--- src/sv/stp_pkg.sv ---
// ----------------------------------------------------------------------------
// stp_pkg
// Shared types and constants of the trace plotter: sweep modes, key codes,
// row arithmetic widths and the trace memory write request.
// ----------------------------------------------------------------------------
package stp_pkg;

    localparam int COLUMNS   = 128;
    localparam int COL_W     = $clog2(COLUMNS);
    localparam int ROW_W     = 6;
    localparam int STEP_W    = 6;
    localparam int ACC_W     = 21;
    localparam int PROD_W    = 16;
    localparam int DIV_W     = 22;
    localparam int ROW_DENOM = 42075;

    typedef logic [COL_W-1:0]          col_t;
    typedef logic [ROW_W-1:0]          row_t;
    typedef logic [2:0]                page_t;
    typedef logic [7:0]                pat_t;
    typedef logic signed [STEP_W-1:0]  step_t;
    typedef logic signed [PROD_W-1:0]  prod_t;
    typedef logic signed [ACC_W-1:0]   acc_t;
    typedef logic [DIV_W-1:0]          div_t;

    localparam col_t  SKIP_COLUMN = col_t'(64);
    localparam page_t AXIS_PAGE   = 3'd4;
    localparam step_t STEP_MAX    = 6'sd31;
    localparam step_t STEP_MIN    = -6'sd32;

    // 64*a above -ROW_DENOM truncates to zero, so small negatives still draw
    localparam acc_t DRAW_LO = -21'sd657;
    localparam acc_t DRAW_HI = 21'sd42075;

    localparam logic [7:0] KEY_GAIN_UP   = 8'h31;
    localparam logic [7:0] KEY_GAIN_DN   = 8'h32;
    localparam logic [7:0] KEY_OFFSET_UP = 8'h33;
    localparam logic [7:0] KEY_OFFSET_DN = 8'h34;
    localparam logic [7:0] START_CH1     = 8'h01;
    localparam logic [7:0] START_CH2     = 8'h02;

    typedef enum logic [1:0] {
        MODE_IDLE = 2'd0,
        MODE_CH1  = 2'd1,
        MODE_CH2  = 2'd2
    } mode_t;

    typedef struct packed {
        logic  en;
        logic  chan;
        col_t  addr;
        row_t  row;
    } mem_wr_t;

    typedef struct packed {
        page_t page;
        pat_t  pattern;
    } out_wr_t;

endpackage

--- src/sv/scope_trace_plotter.sv ---
// ----------------------------------------------------------------------------
// scope_trace_plotter
// Two-channel trace plotter: serial bytes step gain and offset or run a
// 128-column sweep; each sample yields display byte writes that erase the
// old row, restore a same-page other row and draw an in-range new row.
// ----------------------------------------------------------------------------
//  channel | signals                                  | direction
//  --------+------------------------------------------+----------
//  rx      | rx_valid, rx_ready, rx_byte              | in
//  wr      | wr_valid, wr_ready, page, column,        | out
//          | pattern, last_write                      |
//
//  A byte is taken every cycle while the write register can load; a sample
//  then holds the write register until its up to three display writes are
//  issued, one per cycle while wr_ready is high; a key or start byte has none.
//  The first write of a sample follows its request through memory read,
//  gain multiply and row sum, upper quotient bits, then lower quotient bits
//  into the write register.
//  Reset clears the per-entry valid bits at once; no clearing pass.
//  A stall on wr freezes the whole pipeline and drops rx_ready.
//  Samples of a sweep touch consecutive columns, so a write-back never meets
//  a read of the same entry in flight.
// ----------------------------------------------------------------------------
module scope_trace_plotter (
    input  logic       clk,
    input  logic       rst_n,
    input  logic       rx_valid,
    output logic       rx_ready,
    input  logic [7:0] rx_byte,
    output logic       wr_valid,
    input  logic       wr_ready,
    output logic [2:0] page,
    output logic [6:0] column,
    output logic [7:0] pattern,
    output logic       last_write
);

    // front control
    stp_pkg::mode_t mode_reg,   mode_next;
    stp_pkg::col_t  col_reg,    col_next;
    stp_pkg::step_t gain_reg,   gain_next;
    stp_pkg::step_t offset_reg, offset_next;
    logic           rx_fire;
    logic           sample;
    logic           adv;

    // stage 1: memory data
    logic           s1_valid_reg;
    logic           s1_chan_reg;
    stp_pkg::col_t  s1_col_reg;
    logic [7:0]     s1_x_reg;
    stp_pkg::step_t s1_gain_reg;
    stp_pkg::step_t s1_offset_reg;
    stp_pkg::row_t  rd_row1;
    stp_pkg::row_t  rd_row2;
    stp_pkg::row_t  s1_own;
    stp_pkg::row_t  s1_oth;
    logic signed [6:0] s1_gp;
    stp_pkg::prod_t s1_prod;
    stp_pkg::acc_t  s1_acc;

    // stage 2: row sum, upper quotient bits
    logic           s2_valid_reg;
    logic           s2_chan_reg;
    stp_pkg::col_t  s2_col_reg;
    stp_pkg::row_t  s2_own_reg;
    stp_pkg::row_t  s2_oth_reg;
    stp_pkg::acc_t  s2_acc_reg;
    logic           s2_drawn;
    stp_pkg::div_t  s2_rem;
    logic [2:0]     s2_qhi;

    // stage 3: lower quotient bits, write list
    logic           s3_valid_reg;
    logic           s3_chan_reg;
    stp_pkg::col_t  s3_col_reg;
    stp_pkg::row_t  s3_own_reg;
    stp_pkg::row_t  s3_oth_reg;
    logic           s3_drawn_reg;
    stp_pkg::div_t  s3_rem_reg;
    logic [2:0]     s3_qhi_reg;
    stp_pkg::div_t  s3_rem;
    logic [2:0]     s3_qlo;
    stp_pkg::row_t  s3_new_row;
    logic           s3_same;
    logic [1:0]     s3_cnt;
    stp_pkg::out_wr_t s3_w0, s3_w1, s3_w2;
    stp_pkg::mem_wr_t mem_wr;

    // write register
    logic [1:0]       ob_cnt_reg;
    stp_pkg::col_t    ob_col_reg;
    stp_pkg::out_wr_t ob_slot_reg [3];
    logic             wr_fire;

    function automatic stp_pkg::out_wr_t with_axis(input stp_pkg::page_t pg,
                                                   input stp_pkg::pat_t pt);
        stp_pkg::out_wr_t w;
        w.page    = pg;
        w.pattern = (pg == stp_pkg::AXIS_PAGE) ? (pt | stp_pkg::pat_t'(1)) : pt;
        return w;
    endfunction

    function automatic stp_pkg::pat_t row_bit(input stp_pkg::row_t r);
        return stp_pkg::pat_t'(1) << r[2:0];
    endfunction

    // whole pipeline moves when the write register can take a new list
    assign adv      = (ob_cnt_reg == 2'd0) || ((ob_cnt_reg == 2'd1) && wr_ready);
    assign rx_ready = adv;
    assign rx_fire  = rx_valid && rx_ready;

    always_comb
    begin
        mode_next   = mode_reg;
        col_next    = col_reg;
        gain_next   = gain_reg;
        offset_next = offset_reg;
        sample      = 1'b0;
        if (rx_fire)
        begin
            unique case (mode_reg)
                stp_pkg::MODE_CH1, stp_pkg::MODE_CH2:
                begin
                    sample = 1'b1;
                    if (col_reg == stp_pkg::col_t'(stp_pkg::COLUMNS - 1))
                    begin
                        mode_next = stp_pkg::MODE_IDLE;
                        col_next  = '0;
                    end
                    else
                    begin
                        col_next = stp_pkg::col_t'(col_reg + 1'b1);
                    end
                end
                default:
                begin
                    unique case (rx_byte)
                        stp_pkg::KEY_GAIN_UP:
                        begin
                            if (gain_reg != stp_pkg::STEP_MAX)
                                gain_next = gain_reg + stp_pkg::step_t'(1);
                        end
                        stp_pkg::KEY_GAIN_DN:
                        begin
                            if (gain_reg != stp_pkg::STEP_MIN)
                                gain_next = gain_reg - stp_pkg::step_t'(1);
                        end
                        stp_pkg::KEY_OFFSET_UP:
                        begin
                            if (offset_reg != stp_pkg::STEP_MAX)
                                offset_next = offset_reg + stp_pkg::step_t'(1);
                        end
                        stp_pkg::KEY_OFFSET_DN:
                        begin
                            if (offset_reg != stp_pkg::STEP_MIN)
                                offset_next = offset_reg - stp_pkg::step_t'(1);
                        end
                        stp_pkg::START_CH1:
                        begin
                            mode_next = stp_pkg::MODE_CH1;
                            col_next  = '0;
                        end
                        stp_pkg::START_CH2:
                        begin
                            mode_next = stp_pkg::MODE_CH2;
                            col_next  = '0;
                        end
                        default:
                        begin
                        end
                    endcase
                end
            endcase
        end
    end

    always_ff @(posedge clk or negedge rst_n)
    begin
        if (!rst_n)
        begin
            mode_reg   <= stp_pkg::MODE_IDLE;
            col_reg    <= '0;
            gain_reg   <= '0;
            offset_reg <= '0;
        end
        else
        begin
            mode_reg   <= mode_next;
            col_reg    <= col_next;
            gain_reg   <= gain_next;
            offset_reg <= offset_next;
        end
    end

    stp_trace_mem u_mem (
        .clk     (clk),
        .rst_n   (rst_n),
        .rd_en   (adv),
        .rd_addr (col_reg),
        .wr      (mem_wr),
        .rd_row1 (rd_row1),
        .rd_row2 (rd_row2)
    );

    // ---- stage 1: a = (5+g)*x*33 + 2550*o
    assign s1_own  = s1_chan_reg ? rd_row2 : rd_row1;
    assign s1_oth  = s1_chan_reg ? rd_row1 : rd_row2;
    assign s1_gp   = 7'(s1_gain_reg) + 7'sd5;
    assign s1_prod = stp_pkg::prod_t'(s1_gp) * stp_pkg::prod_t'($signed({1'b0, s1_x_reg}));
    assign s1_acc  = (stp_pkg::acc_t'(s1_prod) <<< 5) + stp_pkg::acc_t'(s1_prod)
                   + stp_pkg::acc_t'(s1_offset_reg) * 21'sd2550;

    // ---- stage 2: range check, quotient bits 5..3 of 64*a / 42075
    always_comb
    begin
        s2_drawn = (s2_acc_reg >= stp_pkg::DRAW_LO) && (s2_acc_reg < stp_pkg::DRAW_HI);
        s2_rem   = (s2_drawn && !s2_acc_reg[stp_pkg::ACC_W-1])
                 ? (stp_pkg::div_t'(s2_acc_reg[15:0]) << 6) : '0;
        s2_qhi   = '0;
        for (int i = 0; i < 3; i++)
        begin
            if (s2_rem >= (stp_pkg::div_t'(stp_pkg::ROW_DENOM) << (5 - i)))
            begin
                s2_rem          = s2_rem - (stp_pkg::div_t'(stp_pkg::ROW_DENOM) << (5 - i));
                s2_qhi[2 - i]   = 1'b1;
            end
        end
    end

    // ---- stage 3: quotient bits 2..0, build the write list
    always_comb
    begin
        s3_rem = s3_rem_reg;
        s3_qlo = '0;
        for (int i = 0; i < 3; i++)
        begin
            if (s3_rem >= (stp_pkg::div_t'(stp_pkg::ROW_DENOM) << (2 - i)))
            begin
                s3_rem        = s3_rem - (stp_pkg::div_t'(stp_pkg::ROW_DENOM) << (2 - i));
                s3_qlo[2 - i] = 1'b1;
            end
        end
    end

    assign s3_new_row = ~{s3_qhi_reg, s3_qlo};
    assign s3_same    = (s3_oth_reg[5:3] == s3_own_reg[5:3]);

    always_comb
    begin
        s3_w0 = with_axis(s3_own_reg[5:3], '0);
        s3_w1 = with_axis(s3_oth_reg[5:3], row_bit(s3_oth_reg));
        if (s3_new_row[5:3] != s3_oth_reg[5:3])
            s3_w2 = with_axis(s3_new_row[5:3], row_bit(s3_new_row));
        else
            s3_w2 = with_axis(s3_oth_reg[5:3], row_bit(s3_oth_reg) | row_bit(s3_new_row));
        // column 64 gets no display writes
        if (s3_col_reg == stp_pkg::SKIP_COLUMN)
            s3_cnt = 2'd0;
        else
            s3_cnt = 2'd1 + 2'(s3_same) + 2'(s3_drawn_reg);
    end

    assign mem_wr.en   = adv && s3_valid_reg && s3_drawn_reg;
    assign mem_wr.chan = s3_chan_reg;
    assign mem_wr.addr = s3_col_reg;
    assign mem_wr.row  = s3_new_row;

    // ---- pipeline registers
    always_ff @(posedge clk or negedge rst_n)
    begin
        if (!rst_n)
        begin
            s1_valid_reg <= 1'b0;
            s2_valid_reg <= 1'b0;
            s3_valid_reg <= 1'b0;
        end
        else if (adv)
        begin
            s1_valid_reg <= sample;
            s2_valid_reg <= s1_valid_reg;
            s3_valid_reg <= s2_valid_reg;
        end
    end

    always_ff @(posedge clk)
    begin
        if (adv)
        begin
            s1_chan_reg   <= (mode_reg == stp_pkg::MODE_CH2);
            s1_col_reg    <= col_reg;
            s1_x_reg      <= rx_byte;
            s1_gain_reg   <= gain_reg;
            s1_offset_reg <= offset_reg;

            s2_chan_reg   <= s1_chan_reg;
            s2_col_reg    <= s1_col_reg;
            s2_own_reg    <= s1_own;
            s2_oth_reg    <= s1_oth;
            s2_acc_reg    <= s1_acc;

            s3_chan_reg   <= s2_chan_reg;
            s3_col_reg    <= s2_col_reg;
            s3_own_reg    <= s2_own_reg;
            s3_oth_reg    <= s2_oth_reg;
            s3_drawn_reg  <= s2_drawn;
            s3_rem_reg    <= s2_rem;
            s3_qhi_reg    <= s2_qhi;
        end
    end

    // ---- write register: up to three writes, issued one per cycle while wr_ready is high
    assign wr_fire = wr_valid && wr_ready;

    always_ff @(posedge clk or negedge rst_n)
    begin
        if (!rst_n)
        begin
            ob_cnt_reg <= 2'd0;
        end
        else if (adv)
        begin
            ob_cnt_reg <= s3_valid_reg ? s3_cnt : 2'd0;
        end
        else if (wr_fire)
        begin
            ob_cnt_reg <= ob_cnt_reg - 2'd1;
        end
    end

    always_ff @(posedge clk)
    begin
        if (adv)
        begin
            ob_col_reg     <= s3_col_reg;
            ob_slot_reg[0] <= s3_w0;
            ob_slot_reg[1] <= s3_same ? s3_w1 : s3_w2;
            ob_slot_reg[2] <= s3_w2;
        end
        else if (wr_fire)
        begin
            // advance to the next pending write
            ob_slot_reg[0] <= ob_slot_reg[1];
            ob_slot_reg[1] <= ob_slot_reg[2];
        end
    end

    assign wr_valid   = (ob_cnt_reg != 2'd0);
    assign page       = ob_slot_reg[0].page;
    assign column     = ob_col_reg;
    assign pattern    = ob_slot_reg[0].pattern;
    assign last_write = (ob_cnt_reg == 2'd1);

endmodule

--- src/sv/stp_trace_mem.sv ---
// ----------------------------------------------------------------------------
// stp_trace_mem
// Stored trace rows of both channels, one synchronous memory per channel,
// read one column per cycle while rd_en is high, data registered. Per-entry
// valid bits make never-written entries read as row zero right after reset.
// ----------------------------------------------------------------------------
module stp_trace_mem (
    input  logic             clk,
    input  logic             rst_n,
    input  logic             rd_en,
    input  stp_pkg::col_t    rd_addr,
    input  stp_pkg::mem_wr_t wr,
    output stp_pkg::row_t    rd_row1,
    output stp_pkg::row_t    rd_row2
);

    stp_pkg::row_t ch1_mem [stp_pkg::COLUMNS];
    stp_pkg::row_t ch2_mem [stp_pkg::COLUMNS];

    logic [stp_pkg::COLUMNS-1:0] ch1_vld_reg;
    logic [stp_pkg::COLUMNS-1:0] ch2_vld_reg;
    stp_pkg::row_t               rd_data1_reg;
    stp_pkg::row_t               rd_data2_reg;
    logic                        rd_vld1_reg;
    logic                        rd_vld2_reg;

    always_ff @(posedge clk)
    begin
        if (wr.en && !wr.chan)
        begin
            ch1_mem[wr.addr] <= wr.row;
        end
        if (wr.en && wr.chan)
        begin
            ch2_mem[wr.addr] <= wr.row;
        end
        if (rd_en)
        begin
            rd_data1_reg <= ch1_mem[rd_addr];
            rd_data2_reg <= ch2_mem[rd_addr];
        end
    end

    always_ff @(posedge clk or negedge rst_n)
    begin
        if (!rst_n)
        begin
            ch1_vld_reg <= '0;
            ch2_vld_reg <= '0;
            rd_vld1_reg <= 1'b0;
            rd_vld2_reg <= 1'b0;
        end
        else
        begin
            if (wr.en && !wr.chan)
            begin
                ch1_vld_reg[wr.addr] <= 1'b1;
            end
            if (wr.en && wr.chan)
            begin
                ch2_vld_reg[wr.addr] <= 1'b1;
            end
            if (rd_en)
            begin
                rd_vld1_reg <= ch1_vld_reg[rd_addr];
                rd_vld2_reg <= ch2_vld_reg[rd_addr];
            end
        end
    end

    assign rd_row1 = rd_vld1_reg ? rd_data1_reg : '0;
    assign rd_row2 = rd_vld2_reg ? rd_data2_reg : '0;

endmodule

--- config.mk ---
export PLATFORM = sky130hd
export DESIGN_NAME = scope_trace_plotter
export DESIGN_NICKNAME = d
export VERILOG_FILES = /design/src/sv/stp_pkg.sv /design/src/sv/scope_trace_plotter.sv /design/src/sv/stp_trace_mem.sv
export SDC_FILE = /design/constraint.sdc
export NUM_CORES = 2
export LEC_CHECK = 0
export ABC_AREA = 1
export BUFFER_PORTS_ARGS = -buffer_cell sky130_fd_sc_hd__buf_4
export CAP_MARGIN = 10
export CORE_UTILIZATION = 64
export DETAILED_ROUTE_END_ITERATION = 8
export PLACE_DENSITY = 0.8
export SETUP_SLACK_MARGIN = 0.3
export SYNTH_ARGS = -nofsm -noshare
export SYNTH_HDL_FRONTEND = slang
export SYNTH_SLANG_ARGS = --single-unit
--- constraint.sdc ---
create_clock -name clk -period 36.1 [get_ports clk]
set_input_delay 5.415 -clock clk [delete_from_list [all_inputs] [get_ports clk]]
set_output_delay 5.415 -clock clk [all_outputs]
set_load 0.005 [all_outputs]
==> Word-level counts from Yosys, hierarchy flattened <==
Memory sizes are Yosys's and may differ from the RTL's. A register that Yosys moved wholly into a read port is not among the register bits.
Cells that the tools add are included.
{ "word_totals": {"reg_bits": 406, "ramBits": 1569, "inputBits": 12, "out_inout_bits": 21, "word_cells": 179, "memories": 3} }
{ "classes": {"addsub": 16, "multipliers": 2, "magnitude_cmp": 11, "eq_ne": 25, "n_shift": 2, "muxes": 57, "bitwise_logic": 7, "reduce_logical": 26} }
{ "mem_list": {"columns": ["memory", "words", "word_bits", "rd", "rd_ports_with_merged_regs", "wr", "line", "source"], "rows": [
  ["u_mem.ch1_mem", 128, 6, 1, 1, 1, "stp_trace_mem.sv:17", "stp_pkg::row_t ch1_mem [stp_pkg::COLUMNS];"],
  ["u_mem.ch2_mem", 128, 6, 1, 1, 1, "stp_trace_mem.sv:18", "stp_pkg::row_t ch2_mem [stp_pkg::COLUMNS];"],
  ["ob_slot_reg", 3, 11, 3, 0, 3, "scope_trace_plotter.sv:93", "stp_pkg::out_wr_t ob_slot_reg [3];"]
]} }
{ "ops": {"columns": ["cell", "n"], "rows": [
  ["$or 128x128->128", 2],
  ["$mux 22", 6],
  ["$mux 6", 8],
  ["$mux 11", 4],
  ["$eq 8x6->1 const B", 4],
  ["$mux 1", 24],
  ["$ne 6x6->1 const B", 4],
  ["$pmux 6 s2", 2],
  ["$ge 22x16->1 const B", 1],
  ["$ge 22x17->1 const B", 1],
  ["$ge 22x18->1 const B", 1],
  ["$ge 22x19->1 const B", 1],
  ["$ge 22x20->1 const B", 1],
  ["$ge 22x21->1 const B", 1],
  ["$sub 22x17->22 const B", 1],
  ["$sub 22x18->22 const B", 1],
  ["$sub 22x19->22 const B", 1],
  ["$sub 22x20->22 const B", 1],
  ["$sub 22x21->22 const B", 1],
  ["$add 21x16->21", 1],
  ["$add 21x19->21", 1],
  ["$ge 21x11->1 const B", 1],
  ["$lt 21x17->1 const B", 1],
  ["$mux 7", 3],
  ["39 further kinds", 74]
]} }

==> Longest topological paths before layout <==
{ "depth": {"depth_word": 13, "mapped_depth": 40, "mapped_depth_nobuf": 39} }

==> Cells and area by module <==
From an unflattened synthesis, not the netlist that was laid out.
{ "unflattened": {"hier_cells": 8456, "hier_area_um2": 89069.2} }
{ "by_module_without_submodules": {"columns": ["module", "instances", "cells_each", "area_per_inst_um2", "seq_area_each_um2"], "rows": [
  ["stp_trace_mem", 1, 6529, 73982.2, 52940.8],
  ["scope_trace_plotter", 1, 1927, 15087.0, 5004.8]
]} }

==> Worst setup path after synthesis <==
No wires, ideal clock.
{ "synth_timing": {"path_kind": "input to output", "from": "input wr_ready", "to": "output rx_ready", "arrival_time_ps": 8445, "required_ps": 30685, "path_slack_ps": 22240, "path_stages": 2, "path_buffers": 0, "path_cell_list": "nand2_1 nand2_1"} }
{ "synth_via": {"elab_chain_cells": 2} }
{ "synth_rtl": {"columns": ["element", "line", "source"], "rows": [
  ["start: declaration", "scope_trace_plotter.sv:31", "input logic wr_ready,"],
  ["$logic_and 1x1->1", "scope_trace_plotter.sv:109", "assign adv = (ob_cnt_reg == 2'd0) || ((ob_cnt_reg == 2'd1) && wr_ready);"],
  ["$logic_or 1x1->1", "scope_trace_plotter.sv:109", null],
  ["end: declaration", "scope_trace_plotter.sv:28", "output logic rx_ready,"]
]} }
Every way passes these cells.

==> Worst setup path in the final report <==
Same ends and word-level chain as after synthesis.

==> flow_metrics.py <==
metrics = {
    "global_routing": {
        "grt_usage": 0.3317,
        "grt_max_degree": 201,
        "grt_pass1_vias": 58860,
        "grt_pass1_wl_um": 345200,
        "grt_antenna_before_repair": 6,
        "grt-ovfl-total": 0,
    },
    "route": {
        "firstDrtPassIters": 6,
        "viasPerCell": 6.483,
        "drc": 0,
        "wl_per_cell_um": 24.08,
        "vias": 61330,
        "postRouteAntennaNets": 0,
        "drt_iter0_drc": 9068,
        "drt_wl_total_um": 227800,
    },
    "clock_tree": {
        "path_clk_slew_ps": 60,
        "cts_max_level": 4,
        "insertion_delay_ps": 850,
        "cts_resized": 0,
        "root_buffer": "clkbuf_16",
        "cts_tree": "yes",
        "cts_sinks": 1977,
        "cts_setup_buffers": 0,
        "hold_buffers": 0,
        "cts_buffers": 184,
        "cts_buffer_depth": 3,
    },
    "critical_path": {
        "crit_chain": "buf_4 -> nand2_1 -> nand2_4 -> buf_4",
        "arrival_ps": 5920,
        "startpoint_type": "input port",
        "r2r_slack_ps": 27750,
        "critPathCaptureType": "output port",
        "startpoint": "wr_ready",
        "crit_top_cell": "buf_4",
        "path_class": "input port to output port",
        "rr_startpoint": "s1_gain_reg[0]$_DFFE_PN_",
        "path_max_fanout": 4,
        "required_ps": 30680,
        "slowest_stage": "buf_4",
        "cp_slowest_stage_delay_ps": 150,
    },
    "cells_and_area": {
        "fin_nets": 7728,
        "synthToLayoutAreaGrowth_pct": 8.284,
        "reg_top3": "u_mem.ch1_mem (768), u_mem.ch2_mem (768)",
        "drive_gt1_frac": 0.08416,
    },
    "place": {
        "io_buffer_count": 32,
        "dp_hpwl_um": 135100,
        "place_congestion": 0.9536,
    },
    "flow_run": {
        "maxCapViolCount": 0,
    },
    "timing": {
        "rsz0062_at_grt": "false",
        "fin_crit_ps": 11340,
        "worstMarginPinSlew_ps": 1114,
        "finalMaxSlewViolations": 0,
        "finalCritPeriodShare": 0.3141,
        "clock-skew-final_ps": 28.50,
        "fmax_ghz": 0.08819,
        "slew_headroom": 0.2571,
        "hold_violations": 0,
        "fin_setup_tns_ps": 0,
        "setup_viol": 0,
    },
    "logic_synthesis": {
        "synthSimpleGateAreaFrac": 0.1332,
        "synthesis.area_um2": 86970,
        "synth_top_family_by_area": "simple AND/OR/NAND/NOR gates",
        "yosysTopAreaCellShare": 0.5846,
        "synthCells": 7696,
        "synth.distinct_cells": 65,
        "synth_fa_ha_area_frac": 0.03182,
        "synth_edf_count": 1693,
        "synth.mux.area_fraction": 0,
        "yosysSeqAreaShare": 0.6663,
        "syn_area_per_cell_um2": 11.30,
        "ys_warn_count": 0,
        "synth_xor_area_frac": 0.009956,
        "ys_ff_latch": 1977,
        "ys.flop_type": "edfxtp_1",
        "synth-compound-area-share": 0.1193,
        "ys_top_cells_by_area": "edfxtp_1 58%, dfrtp_1 8.2%, o21ai_0 6.2%",
        "yosys.area.top_type": "edfxtp_1",
        "synthArstFlopShare": 0.1437,
        "syn-num-nets": 7895,
    },
    "die": {
        "io_pins": 33,
        "die_area_um2": 137400,
        "start_util": 0.6484,
        "row_count": 134,
        "die_h_um": 370.6,
        "die_w_um": 370.6,
        "coreArea_um2": 134100,
    },
    "hold_path": {
        "min_from": "s2_col_reg[1]$_DFFE_PN_",
        "holdCritPathClass": "register to register",
    },
    "run_status": {
        "status": "finished clean",
    },
}
==> routing by layer <==
metal / global-route usage / routed length [um]
met4: 0.1797 / 12590
met1: 0.4514 / 84580
met5: 0 / 48
met2: 0.5085 / 104500
met3: 0.06519 / 26090
==> Yosys cell counts, types with 143 or more instances <==
library cell and number:
inv_1 415, o22ai_1 256, nand2_1 833, nand3_1 264
dfrtp_1 284, a21oi_1 161, edfxtp_1 1693, o21ai_0 1075
o221ai_1 143, clkbuf_1 406, nor2_1 1286, or2_2 183
==> worst max-delay path: cells and delay by family <==
kind / cells / cell delay [ps]
buf+inv: 2 / 270
simple gates: 2 / 230
==> area by class of cell <==
type	instances	area, um^2
sequential	1977	57960
fill	8866	39960
multi-input combinational	4834	25670
clock buffer	260	5091
tap	1768	2212
inverter	430	1679
timing repair buffer	102	860.8
clock inverter	85	694.4
antenna	3	7.507
==> kinds of logic (layout without fill, tap and decap cells) <==
logic type,after synthesis,after routing
xor gates and xnor gates,98,98
and+or+nand+nor,2738,2738
adders and majority gates,187,187
AOI/OAI and AO/OA,1811,1811
DFF,1977,1977
other,0,3
buffers and inverters,885,877
==> worst paths after layout <==
path                                                          end  cells past startpoint
worst min-delay path                      s3_col_reg[1]$_DFFE_PN_                      0
worst min register to register            s3_col_reg[1]$_DFFE_PN_                      0
max in group asynchronous       u_mem.ch2_vld_reg[99]$_DFFE_PN0P_                      3
worst max-delay path                                     rx_ready                      4
worst max register to register           s2_acc_reg[20]$_DFFE_PN_                     36
min in group asynchronous       u_mem.ch1_vld_reg[14]$_DFFE_PN0P_                      1
==> stage by stage <==
step | setup slack, ps | instance area [um^2] | instances | hold slack, ps | util
floorplan | 22240 | 86970 | 7696 | 400.3 | -
global placement | 24770 | 88380 | 9111 | 400.9 | 0.6589
detailed placement | 24770 | 88380 | 9111 | 404.5 | 0.6589
CTS | 24760 | 94160 | 9456 | 418.8 | 0.7020
global route | 24720 | 94160 | 9456 | 421.8 | 0.7020
finish | 24760 | 94170 | 9459 | 418.8 | 0.7021
==> cell usage in the layout (no fill, tap or decap), types with 18 or more instances in the layout <==
cell type	count
nor2_1	1284
dfrtp_1	280
clkbuf_8	18
nor3_1	22
a21oi_1	161
o21ai_0	1075
nand4_1	74
nand3_1	263
o22ai_1	256
nand2_1	832
ha_1	130
a31oi_1	33
fa_1	57
o211ai_1	74
clkbuf_16	185
o221ai_1	143
xor2_1	71
xnor2_1	26
clkinv_2	35
clkbuf_1	57
or2_2	183
buf_4	94
edfxtp_1	1693
nand2_2	21
inv_1	405
clkinv_1	24
Power is not shown: default switching activity piles up to over one toggle a cycle in this logic, so the estimate is an artifact.
